### src/rtl/core/msc_pkg.sv
`default_nettype none
package msc_pkg;

  // configuration port
  localparam int unsigned APB_AW   = 3;
  localparam int unsigned APB_DW   = 32;
  localparam int unsigned CFG_W    = 5;
  localparam logic        REG_ROWS = 1'b0;
  localparam logic        REG_COLS = 1'b1;

  // running property flag bits
  localparam int unsigned FLAG_W     = 6;
  localparam int unsigned FLAG_ZERO  = 0;
  localparam int unsigned FLAG_OFFD  = 1;
  localparam int unsigned FLAG_IDENT = 2;
  localparam int unsigned FLAG_SYMM  = 3;
  localparam int unsigned FLAG_UPPER = 4;
  localparam int unsigned FLAG_LOWER = 5;

  // position class of one element, worked out by the front end
  typedef struct packed {
    logic last;
    logic square;
    logic on_diag;
    logic below;
    logic above;
    logic check_mirror;
  } elem_ctl_t;

  // one classification result
  typedef struct packed {
    logic square;
    logic all_zero;
    logic diagonal;
    logic identity;
    logic symmetric;
    logic upper_triangular;
    logic lower_triangular;
    logic triangular;
  } result_t;

endpackage
`default_nettype wire

### src/rtl/core/msc_front.sv
`default_nettype none
module msc_front #(
  parameter int unsigned MAX_DIM = 16,
  parameter int unsigned VW      = 32,
  parameter int unsigned DIM_W   = 4,
  parameter int unsigned CNT_W   = 5,
  parameter int unsigned ADDR_W  = 8
) (
  input  wire logic                clk,
  input  wire logic                rst_n,
  input  wire logic                restart,
  input  wire logic [CNT_W-1:0]    rows_eff,
  input  wire logic [CNT_W-1:0]    cols_eff,
  input  wire logic                in_valid,
  output logic                     in_ready,
  input  wire logic [31:0]         in_element_value,
  input  wire logic                q_full,
  output logic                     push,
  output logic [VW-1:0]            push_value,
  output logic [ADDR_W-1:0]        push_wr_addr,
  output logic [ADDR_W-1:0]        push_rd_addr,
  output msc_pkg::elem_ctl_t       push_ctl
);

  localparam int unsigned PW = DIM_W + 1;

  logic [DIM_W-1:0] row_r, row_nxt;
  logic [DIM_W-1:0] col_r, col_nxt;
  logic [PW-1:0]    row_inc, col_inc;
  logic             row_end, col_end;

  assign in_ready = !q_full;
  assign push     = in_valid && !q_full;

  // position of the incoming element
  assign row_inc = {1'b0, row_r} + PW'(1);
  assign col_inc = {1'b0, col_r} + PW'(1);
  assign col_end = (col_inc == PW'(cols_eff));
  assign row_end = (row_inc == PW'(rows_eff));

  always_comb begin
    row_nxt = row_r;
    col_nxt = col_r;
    if (col_end) begin
      col_nxt = '0;
      row_nxt = row_end ? '0 : row_inc[DIM_W-1:0];
    end else begin
      col_nxt = col_inc[DIM_W-1:0];
    end
  end

  always_ff @(posedge clk) begin
    if (!rst_n || restart) begin
      row_r <= '0;
      col_r <= '0;
    end else if (push) begin
      row_r <= row_nxt;
      col_r <= col_nxt;
    end
  end

  // request payload for the back end
  assign push_value   = in_element_value[VW-1:0];
  assign push_wr_addr = ADDR_W'(row_r) * ADDR_W'(MAX_DIM) + ADDR_W'(col_r);
  assign push_rd_addr = ADDR_W'(col_r) * ADDR_W'(MAX_DIM) + ADDR_W'(row_r);

  always_comb begin
    push_ctl.last         = col_end && row_end;
    push_ctl.square       = (rows_eff == cols_eff);
    push_ctl.on_diag      = (row_r == col_r);
    push_ctl.below        = (row_r > col_r);
    push_ctl.above        = (row_r < col_r);
    push_ctl.check_mirror = (rows_eff == cols_eff) && (row_r > col_r);
  end

endmodule
`default_nettype wire

### config.mk
export PLATFORM = sky130hd
export DESIGN_NAME = msc_front
export DESIGN_NICKNAME = d
export VERILOG_FILES = /design/src/rtl/core/msc_pkg.sv /design/src/rtl/core/msc_front.sv
export SDC_FILE = /design/constraint.sdc
export NUM_CORES = 1
export LEC_CHECK = 0
export BUFFER_PORTS_ARGS = -buffer_cell sky130_fd_sc_hd__buf_2
export CAP_MARGIN = 15
export CORE_ASPECT_RATIO = 0.5
export CORE_MARGIN = 3
export CORE_UTILIZATION = 32
export CTS_BUF_LIST = sky130_fd_sc_hd__clkbuf_8 sky130_fd_sc_hd__clkbuf_16
export DETAILED_ROUTE_END_ITERATION = 10
export GPL_TIMING_DRIVEN = 0
export PLACE_DENSITY = 0.71
export SKIP_LAST_GASP = 1
export SLEW_MARGIN = 10
export SYNTH_ARGS = -nofsm -noshare
export SYNTH_HDL_FRONTEND = slang
export SYNTH_SLANG_ARGS = --single-unit
### constraint.sdc
create_clock -name clk -period 2.5 [get_ports clk]
set_input_delay 0.5 -clock clk [delete_from_list [all_inputs] [get_ports clk]]
set_output_delay 0.5 -clock clk [all_outputs]
set_load 0.02 [all_outputs]
==> metrics.md <==
| Metric | Value |
|---|---|
| Commonest cells post-synth | `buf_4 (40), xnor2_1 (12), dfxtp_1 (8), nor3_1 (8)` |
| Status | `finished clean` |
| Initial Util | `0.352` |
| Post-synth cell types | `29` |
| Leakage | `0.794 nW` |
| Highest metal used | `met4` |
| Setup Buffers After CTS | `0` |
| Overall routing resource usage | `0.121` |
| Crit-path leading delay family | `flip-flops` |
| Final worst path period need | `2410 ps` |
| Die height | `around 48 um` |
| Synth area leaders | `buf_4 (27%), dfxtp_1 (15%), xnor2_1 (9.5%)` |
| Met2 routed WL | `about 1400 um` |
| Final ANT Viol Nets | `0` |
| Clock sink total | `8` |
| Die footprint | `4230 um^2` |
| Largest net degree at the start of global routing | `10` |
| Power Dens Cells | `290 nW/um^2` |
| Share of layout cells above drive strength 1 | `0.582` |
| Synth Net Count | `193` |
| Final worst-path cycle share | `0.966` |
| Clk_lat worst skew | `220 ps` |
| Final Setup Violations | `0` |
| CP Max Fanout | `8` |
| CP endpoint kind | `output port` |
| Flops & latches, synth | `8` |
| Cells after Synth | `140` |
| Largest area contributor in the netlist | `buf_4` |
| H-tree levels | `1` |
| Drt wl/cell | `between 10 and 15 um` |
| Area Overhead vs Synth | `42.7%` |
| Final Skew | `around 0.89 ps` |
| Die X | `89 um` |
| Count leader, synth | `buf_4` |
| Vias in the first global route | `960` |
| Worst path required time | `2000 ps` |
| Kind of critical path | `reg2out` |
| Max Buffers Root-to-Sink | `2` |
| Asr flop ratio synth | `0` |
| DRT Wirelength | `2920 um` |
| CP cell instances | `ha_1, and4b_1, o21ai_0, o21a_2, nor3_2, buf_4` |
| Rows | `14` |
| Initial antenna violation count | `0` |
| Post-synth EDFFs | `0` |
| Via count | `1148` |
| Worst Tran Pin Value | `409 ps` |
| Nets | `268` |
| CTS tree | `yes` |
| Final core utilization | `0.502` |
| Max Transition Viols Final | `0` |
| Fmax | `414 MHz` |
| Initial DRT Pass Iterations | `6` |
| Antenna cells | `0` |
| DRT met1 WL | `1220 um` |
| Final hold vios | `0` |
| CTS buffer count | `3` |
| Register area share after synthesis | `0.145` |
| Via/cell ratio | `between 4 and 5` |
| Metal3 WL | `301 um` |
| Worst path max stage delay | `520 ps` |
| Drt initial violations | `28` |
| Final HPWL DP | `2480 um` |
| Reg2Reg Setup Slack | `610 ps` |
| Final setup TNS | `0 ps` |
| WHS | `559 ps` |
| CP max-delay cell | `dfxtp_1` |
| Min-Delay Path Class | `reg2reg` |
| RD Place Congestion | `approximately 0.84` |
| DRC Markers | `0` |
| Setup crit start kind | `register` |
| Worst slew margin relative to its limit | `0.727` |
| Most used DFF post-synth | `dfxtp_1` |
| Core area | `3140 um^2` |
| Max cap viols | `0` |
| I/O Pins | `103` |
| Grt ovf | `0` |
| Syn avg cell area | `7.87 um^2` |
| Share of the synthesized area in the top cell type | `0.272` |
| Worst vdd ir | `around 0.13 mV` |
| RSZ-0062 raised after global routing | `no` |
| Post-synthesis cell area | `1100 um^2` |
| WP buf/inv | `1` |
| First-pass GRT wire length | `4010 um` |
| CP Data Arrival Time | `1910 ps` |
| IO Port Bufs | `70` |
| Reg clk slew, reported paths | `40 ps` |
| Root buffer cell | `clkbuf_8` |
| Ys Warns | `0` |
-- registers in the layout, indices dropped and copies added (netlist names) --
register and flops:
col_r 4, row_r 4
-- tightest hold or removal path, stage by stage (launching register included) --
cell,delay [ps]
dfxtp_4,370
o21ai_0,80
a21oi_1,70
-- stage by stage --
| step | power (mW) | area [um^2] | cells | setup WS, ps |
|---|---|---|---|---|
| final | 0.456 | 1570 | 253 | 85.7 |
| after global routing | 0.483 | 1570 | 253 | 10.6 |
| after CTS | 0.464 | 1550 | 253 | 7.82 |
| after detailed placement | 0.309 | 1510 | 250 | 159 |
| after global placement | 0.307 | 1510 | 250 | 174 |
| after floorplan | 0.256 | 1110 | 140 | 130 |
-- layer usage --
metal / vias up / global-route usage
met2: 68 / 0.232
met4: 0 / 0.0356
li1: 583 / -
met1: 495 / 0.151
met5: - / 0
met3: 2 / 0.0103
-- final timing paths --
path	start	endpoint	depth (start not counted)
max	col_r[0]$_SDFFE_PP0P_	push_ctl[5]	6
min	row_r[0]$_SDFFE_PP0P_	row_r[0]$_SDFFE_PP0P_	2
max reg2reg	col_r[0]$_SDFFE_PP0P_	col_r[0]$_SDFFE_PP0P_	6
min reg2reg	row_r[0]$_SDFFE_PP0P_	row_r[0]$_SDFFE_PP0P_	2
-- report_power, final --
group | switching (mW) | total [mW] | internal [mW]
Sequential | 0.00206 | 0.130 | 0.128
Combinational | 0.0923 | 0.175 | 0.0827
Clock | 0.0466 | 0.151 | 0.104
-- cell usage in the layout, fill, tap and decap left out, types with 2 or more instances in the layout --
cell	count
a211oi_2	2
a21oi_1	4
a21oi_2	2
buf_2	69
buf_4	41
clkbuf_1	2
clkbuf_8	3
dfxtp_1	6
ha_1	5
inv_1	6
nand2_1	4
nand2b_1	5
nand3_1	6
nand4_1	3
nor2_1	6
nor2b_1	3
nor3_1	7
o21ai_0	5
o22ai_1	2
or3_1	2
xnor2_1	12
xor2_1	5
-- area by class of cell --
cell class / instances / area (um^2)
flip-flops and latches: 8 / 165
clock buffers: 3 / 41.3
well taps: 40 / 50.0
inverters: 6 / 22.5
fillers: 281 / 1560
repair buffers: 70 / 353
plain buffers: 42 / 308
multi-input cells: 84 / 633
-- logic make-up (layout without fill, tap and decap cells) --
| group | after synthesis | in the layout | synth area share |
|---|---|---|---|
| xor gates and xnor gates | 18 | 18 | 0.150 |
| DFF | 8 | 8 | 0.145 |
| buffers and inverters | 48 | 121 | 0.300 |
| adders and majority gates | 6 | 6 | 0.0681 |
| and+or+nand+nor | 42 | 42 | 0.209 |
| AOI/OAI and AO/OA | 18 | 18 | 0.128 |
-- timing repair --
| action | 4_1_cts | 5_1_grt |
|---|---|---|
| endpoints found under the setup margin | 1 | 2 |
| hold endpoints to repair | 0 | 0 |
| hold buffers | 0 | 0 |
| resized for setup | 2 | 5 |
Power figures use the tool's default switching activity.
