<file path="config.mk">
export PLATFORM = sky130hd
export DESIGN_NAME = msc_queue
export DESIGN_NICKNAME = d
export VERILOG_FILES = /design/src/rtl/core/msc_queue.sv
export SDC_FILE = /design/constraint.sdc
export NUM_CORES = 1
export LEC_CHECK = 0
export ABC_CLOCK_PERIOD_IN_PS = 2750
export BUFFER_PORTS_ARGS = -buffer_cell sky130_fd_sc_hd__buf_2
export CAP_MARGIN = 0
export CORE_MARGIN = 1
export CORE_UTILIZATION = 59
export CTS_BUF_LIST = sky130_fd_sc_hd__clkbuf_16
export CTS_CLUSTER_SIZE = 30
export DETAILED_ROUTE_END_ITERATION = 6
export HOLD_SLACK_MARGIN = 0.05
export PLACE_DENSITY_LB_ADDON = 0.12
export SYNTH_ARGS = -nofsm -noshare
export SYNTH_HDL_FRONTEND = slang
export SYNTH_SLANG_ARGS = --single-unit
</file>
<file path="constraint.sdc">
create_clock -name clk -period 2.75 [get_ports clk]
set_input_delay 0.4125 -clock clk [delete_from_list [all_inputs] [get_ports clk]]
set_output_delay 0.4125 -clock clk [all_outputs]
set_load 0.005 [all_outputs]
</file>
<file path="src/rtl/core/msc_queue.sv">
`default_nettype none
module msc_queue #(
  parameter int unsigned DATA_W = 8
) (
  input  wire logic              clk,
  input  wire logic              rst_n,
  input  wire logic              push,
  input  wire logic [DATA_W-1:0] push_data,
  output logic                   full,
  input  wire logic              pop,
  output logic                   not_empty,
  output logic [DATA_W-1:0]      pop_data
);

  localparam int unsigned DEPTH = 4;
  localparam int unsigned PTR_W = 2;

  logic [DATA_W-1:0] slot_r [DEPTH];
  logic [PTR_W-1:0]  wr_ptr_r, rd_ptr_r;
  logic [PTR_W:0]    fill_r, fill_nxt;

  assign full      = (fill_r == (PTR_W+1)'(DEPTH));
  assign not_empty = (fill_r != '0);
  assign pop_data  = slot_r[rd_ptr_r];

  // entry storage
  always_ff @(posedge clk) begin
    if (push) begin
      slot_r[wr_ptr_r] <= push_data;
    end
  end

  // pointers and fill level
  always_comb begin
    fill_nxt = fill_r;
    if (push && !pop) begin
      fill_nxt = fill_r + (PTR_W+1)'(1);
    end else if (pop && !push) begin
      fill_nxt = fill_r - (PTR_W+1)'(1);
    end
  end

  always_ff @(posedge clk) begin
    if (!rst_n) begin
      wr_ptr_r <= '0;
      rd_ptr_r <= '0;
      fill_r   <= '0;
    end else begin
      if (push) begin
        wr_ptr_r <= wr_ptr_r + PTR_W'(1);
      end
      if (pop) begin
        rd_ptr_r <= rd_ptr_r + PTR_W'(1);
      end
      fill_r <= fill_nxt;
    end
  end

endmodule
`default_nettype wire

</file>
==> impl_results.md, run 1 <==
- Run status: finished, final reports clean
- Root buffer cell: clkbuf_16
- Synth top area cells: edfxtp_1 (60%), dfxtp_1 (11%), mux4_2 (11%)
- CP max-delay cell: dfxtp_1
- Total wire length: 2330 um
- Initial Util: a little under two thirds
- Fin. Hold Viols: 0
- Largest net degree at the start of global routing: 14
- Hold depth: 1
- Synth Flop Type: edfxtp_1
- Post-Synthesis Cells: 85
- GP Congestion: 0.657
- Fin util: 75.7%
- Num ports: 22
- CTS tree: yes
- Chip width: 54.1 um
- Vias/cell: around 5.4
- Top-area cell type share of the netlist area: between 50 and 60%
- Seq pwr share: 47.7%
- Max Slew Vio Count: 0
- DP HPWL: between 1500 and 2000 um
- Number of nets in the layout: 129
- Pleak: around 0.72 nW
- DR DRC count: 0
- Number of port buffers: 21
- First-pass GRT wire length: 3720 um
- Post-synthesis cell area: roughly 1600 um^2
- Worst-Margin Slew: between 0.5 and 0.6 ns
- Worst-path fanout max: 8
- Largest area contributor in the netlist: edfxtp_1
- Worst-skew pair later-pin latency: about 0.28 ns
- Mean post-synth cell area: 18.9 um^2
- PostCTS Resize Cnt: 0
- DR WL/cell: 16.4 um
- RSZ-0062 raised after global routing: no
- Core area: 2520 um^2
- Total power: 1.55 mW
- Clock skew: 0.00348 ns
- Via count: about 770
- Sequential share of the synthesized area: 71.1%
- Post-synth ARST share: 0%
- Sum Neg Setup Slack: 0 ns
- Comb power frac: under 10%
- Pre-CTS setup slack: 0.866 ns
- WP data required: approximately 2.3 ns
- Final min period: 2.06 ns
- Initial antenna violation count: 0
- Die H: 54.1 um
- Switching pwr: about 310 uW
- Critical Path Max Stage Delay: ~0.65 ns
- Maximum vdd drop: 0.741 mV
- Hold Worst Slack: approximately 0.34 ns
- H-tree depth: 2
- Ys Warns: 0
- Crit-path cells: mux4_2 > buf_2
- Distinct cells, synth: 18
- Clk pwr share: a little over two fifths
- Antenna diodes: 0
- # rows: 18
- EDFF count, synth: 32
- FMAX: slightly below 500 MHz
- Layout cells sized above 1: ~33%
- Worst reg2reg path depth: 4
- Vias in the first global route: between 700 and 800
- Max Cap Violations: 0
- WS Path Type: reg2out
- Die area: 2930 um^2
- Worst slew margin: about 65%
- Hold path start: push_data[1]
- CTS Hold Bufs: 0
- Int Pwr: approximately 1.2 mW
- Switching share of total power: roughly 20%
- Reg2Reg Launch Point: fill_r[0]
- Critical Path AT: between 1.5 and 2 ns
- Pwr Density: 809 nW/um^2
- Bufs on Longest Clock Path: 2
- Grt ovf: 0
- Final setup margin: just under 0.7 ns
- Clock-pin slew on the worst setup and hold paths: about 0.060 ns
- Worst Hold Class: in2reg
- Cts bufs inserted: 5
- Final setup viols: 0
- Synth Register Bits: 41
- Tcrit/Tclk final: between 70% and 80%
- Layout area overhead: 19.1%
- Total Routing Usage GR: between 20% and 30%
- Startpoint types: flop
- Sink Count: 41
- Antenna-violating nets left: 0
- Syn nets: about 100
- Drt first pass iters: 3
- Post-CTS Setup Bufs: 0
- CP Capture Type: output pin
- Initial DRC Count: 11
-- cell families after synthesis --
logic type / synth area share, %
compound gates: 0.780
xor+xnor: 2.73
fa+ha+maj: 5.15
buf+inv: 1.95
flops: 71.1
mux: 12.5
simple gates: 5.77
-- layout by cell type (no fill, tap or decap) --
master and count:
ha_1 5, xor2_1 3, nand2_1 1, inv_1 4, fa_1 1, mux4_2 8
clkinv_2 1, and2_1 9, a21boi_1 1, buf_2 21, nor3b_1 1, clkbuf_16 7
mux2i_1 2, xnor2_1 2, nor2b_1 2, edfxtp_1 32, or3_1 2, o21ai_0 1
dfxtp_1 9
-- cells in the mapped netlist, drive strengths merged (2+ instances only) --
cell type  number
or3             2
ha              5
mux4            8
nor2b           2
and2            9
inv             4
edfxtp         32
dfxtp           9
xnor2           2
xor2            3
mux2i           2
-- critical path, delay by kind of cell (launching register included) --
family / cells / cell delay [ns]
buffers and inverters: 1 / 0.15
multiplexers: 1 / 0.57
flip-flops: 1 / 0.65
-- worst paths after layout --
check	slack [ns]	to
worst max register to register	1.30	fill_r[2]
worst min register to register	0.50	fill_r[2]
worst min-delay path	0.34	slot_r[0][1]
worst max-delay path	0.69	pop_data[1]
-- area by class of cell --
cell class                      count  area, um^2
Multi-Input combinational cell     38         432
Inverter                            4        15.0
Clock inverter                      1        5.00
Clock buffer                        7         175
Fill cell                         158         612
Timing Repair Buffer               21         105
Tap cell                           30        37.5
Sequential cell                    41        1140
-- power by group through the flow --
stage | combinational, mW | sequential, mW | clock (mW)
2_1_floorplan | 0.0996 | 0.735 | 0
3_3_place_gp | 0.133 | 0.749 | 0
3_5_place_dp | 0.139 | 0.751 | 0
4_1_cts | 0.140 | 0.739 | 0.677
5_1_grt | 0.158 | 0.743 | 0.703
6_report | 0.138 | 0.737 | 0.670
-- state kept, by name (all words and copies together) (netlist names), named ones only --
signal    cells
slot_r       32
fill_r        3
rd_ptr_r      2
wr_ptr_r      2
-- per-layer routing --
metal	global-route usage, %	part of all wire, %	vias up
met1	23.2	43	377
met2	31.9	50	20
li1	-	-	370
met5	0	0	-
met3	6.78	4.6	5
met4	12.8	1.7	0
-- metrics by stage --
step | cell area, um^2 | instances
3_3_place_gp | 1730 | 134
6_report | 1910 | 142
5_1_grt | 1910 | 142
2_1_floorplan | 1600 | 85
4_1_cts | 1910 | 142
3_5_place_dp | 1730 | 134
No activity file was read; power rests on OpenSTA's default activity.
==> inputs of run 2 (changes only) <==
--- a/config.mk
+++ b/config.mk
@@ -5,11 +5,11 @@
 export SDC_FILE = /design/constraint.sdc
 export NUM_CORES = 1
 export LEC_CHECK = 0
-export ABC_CLOCK_PERIOD_IN_PS = 2750
+export ABC_CLOCK_PERIOD_IN_PS = 1960
 export BUFFER_PORTS_ARGS = -buffer_cell sky130_fd_sc_hd__buf_2
 export CAP_MARGIN = 0
 export CORE_MARGIN = 1
-export CORE_UTILIZATION = 59
+export CORE_UTILIZATION = 55
 export CTS_BUF_LIST = sky130_fd_sc_hd__clkbuf_16
 export CTS_CLUSTER_SIZE = 30
 export DETAILED_ROUTE_END_ITERATION = 6
==> constraint.sdc (replaced) <==
create_clock -name clk -period 1.96 [get_ports clk]
set_input_delay 0.294 -clock clk [delete_from_list [all_inputs] [get_ports clk]]
set_output_delay 0.294 -clock clk [all_outputs]
set_load 0.005 [all_outputs]
==> run 2 against run 1 <==
  * Cell area decreased by 1.8%
  * Clock-buffer cell count shrank 2
  * Die area rose by 7.0%
  * Total power increased by 28%
  * Setup slack lost 0.46 ns
  * Critical path depth up 1
  * Via count decreased by 0.39%
  * Final cell count is 1.4% higher
==> impl_results.md, run 2 (same netlist as run 1, synthesis figures left out) <==
- Most common library cell in the layout ignoring fill and taps: edfxtp_1
- Comb power frac: between 10% and 20%
- Grt ovf: 0
- Fin. Hold Viols: 0
- PostCTS Resize Cnt: 0
- Critical Path Max Stage Delay: between 0.5 and 0.6 ns
- Worst-Margin Slew: ~0.43 ns
- Maximum vdd drop: 1.00 mV
- Chip width: between 50 and 60 um
- Total wire length: around 2300 um
- Die area: ~3100 um^2
- Run status: finished, final reports clean
- Final setup viols: 0
- Total power: 1.97 mW
- Post-CTS Setup Bufs: 0
- Max reg flops: 32
- Critical Path AT: roughly 1.4 ns
- Int Pwr: ~1.6 mW
- Switching share of total power: 20.7%
- CTS tree: yes
- CTS Hold Bufs: 0
- Vias in the first global route: 793
- Antenna diodes: 0
- Worst-path fanout max: 8
- Pleak: 0.706 nW
- CP max-delay cell: mux4_2
- Worst slew margin: between 70 and 80%
- Max Cap Violations: 0
- Bufs on Longest Clock Path: 2
- Crit-path cells: buf_4 > mux4_2 > buf_2
- DR WL/cell: 15.9 um
- Startpoint types: flop
- Vias/cell: 5.34
- Clk pwr share: a little under two fifths
- Non-Filler Instances: about 140
- Root buffer cell: clkbuf_16
- Number of port buffers: 21
- # rows: 19
- RSZ-0062 raised after global routing: no
- Tcrit/Tclk final: between 80% and 90%
- Delay-heaviest family, CP: multiplexers
- Cts bufs inserted: 5
- CP Capture Type: output pin
- Clock-pin slew on the worst setup and hold paths: about 0.05 ns
- Initial Util: about three fifths
- Switching pwr: 409 uW
- Largest net degree at the start of global routing: 13
- Number of nets in the layout: 130
- Die H: 56.0 um
- Initial DRC Count: 20
- Layout area overhead: 16.9%
- Fin util: between 60% and 70%
- Core area: 2760 um^2
- Via count: 769
- DP HPWL: 1580 um
- Worst Hold Class: in2reg
- Sum of buffers and inverters on the critical path: 2
- Largest registers: slot_r (32), fill_r (3)
- First-pass GRT wire length: around 3700 um
- Num ports: 22
- Worst-skew pair later-pin latency: 0.28 ns
- DR DRC count: 0
- Max Slew Vio Count: 0
- FMAX: 578 MHz
- Total Routing Usage GR: 17.0%
- Layout cells sized above 1: slightly above 30%
- H-tree depth: 2
- Clock skew: 0.00512 ns
- Sink Count: just over 40
- Pwr Density: 1050 nW/um^2
- Seq pwr share: about 52%
- Reg with most FFs: slot_r
- GP Congestion: around 0.72
- Initial antenna violation count: 0
- Inst Count DP: 136
- Final min period: around 1.7 ns
- Drt first pass iters: 3
- WP data required: 1.67 ns
- Antenna-violating nets left: 0
- Commonest non-fill, non-tap cells in the layout: edfxtp_1 (32), buf_2 (21), and2_1 (9), dfxtp_1 (9), mux4_2 (8)
- Sum Neg Setup Slack: 0 ns
- Fill cell count: roughly 190
- WS Path Type: reg2out
-- run 2: cell types whose count changed in the layout (fill, tap and decap cells not counted), sizes merged --
cell,change
clkbuf,-2
buf,+1
inv,+2
-- run 2: area by class of cell --
class                   count  area, um^2  share of cell area [%]
clock buffers               5         125                    6.67
clock inverters             3        11.3                   0.600
inverters                   4        15.0                   0.801
multi-input cells          38         432                    23.0
flip-flops and latches     41        1140                    60.8
well taps                  31        38.8                    2.07
repair buffers             22         113                    6.00
-- run 2: final timing paths --
check,depth (start not counted),slack [ns],startpoint,end
setup / recovery,3,0.23,flop,pop_data[6]
hold / removal,1,0.23,push_data[0],slot_r[3][0]
hold reg to reg,2,0.52,fill_r[2],fill_r[2]
setup reg to reg,4,0.47,fill_r[0],fill_r[2]
-- run 2: per-layer routing --
metal | share of wire, % | GRT usage, %
met1 | 46 | 20.5
met2 | 48 | 26.4
met3 | 4.0 | 6.28
met4 | 1.7 | 9.41
met5 | 0 | 0
-- run 2: power by group through the flow --
| stage | sequential [mW] | clock (mW) | combinational (mW) |
|---|---|---|---|
| 2_1_floorplan | 1.03 | 0 | 0.140 |
| 3_3_place_gp | 1.04 | 0 | 0.202 |
| 3_5_place_dp | 1.04 | 0 | 0.207 |
| 4_1_cts | 1.03 | 0.766 | 0.211 |
| 5_1_grt | 1.03 | 0.790 | 0.230 |
| 6_report | 1.03 | 0.744 | 0.205 |
-- run 2: worst reg2reg max path: cells and delay by family, from the launching register on --
family | cells | cell delay, ns
DFF | 1 | 0.35
adders and majority gates | 1 | 0.45
AOI/OAI and AO/OA | 1 | 0.15
xor gates and xnor gates | 1 | 0.16
and+or+nand+nor | 1 | 0.30
-- run 2: through the flow --
| step | hold WS, ns | setup slack [ns] | area, um^2 |
|---|---|---|---|
| global route | 0.237 | 0.141 | 1880 |
| CTS | 0.222 | 0.195 | 1880 |
| floorplan | 0.393 | 0.425 | 1600 |
| detailed placement | 0.512 | 0.203 | 1740 |
| finish | 0.234 | 0.229 | 1880 |
| global placement | 0.487 | 0.269 | 1740 |
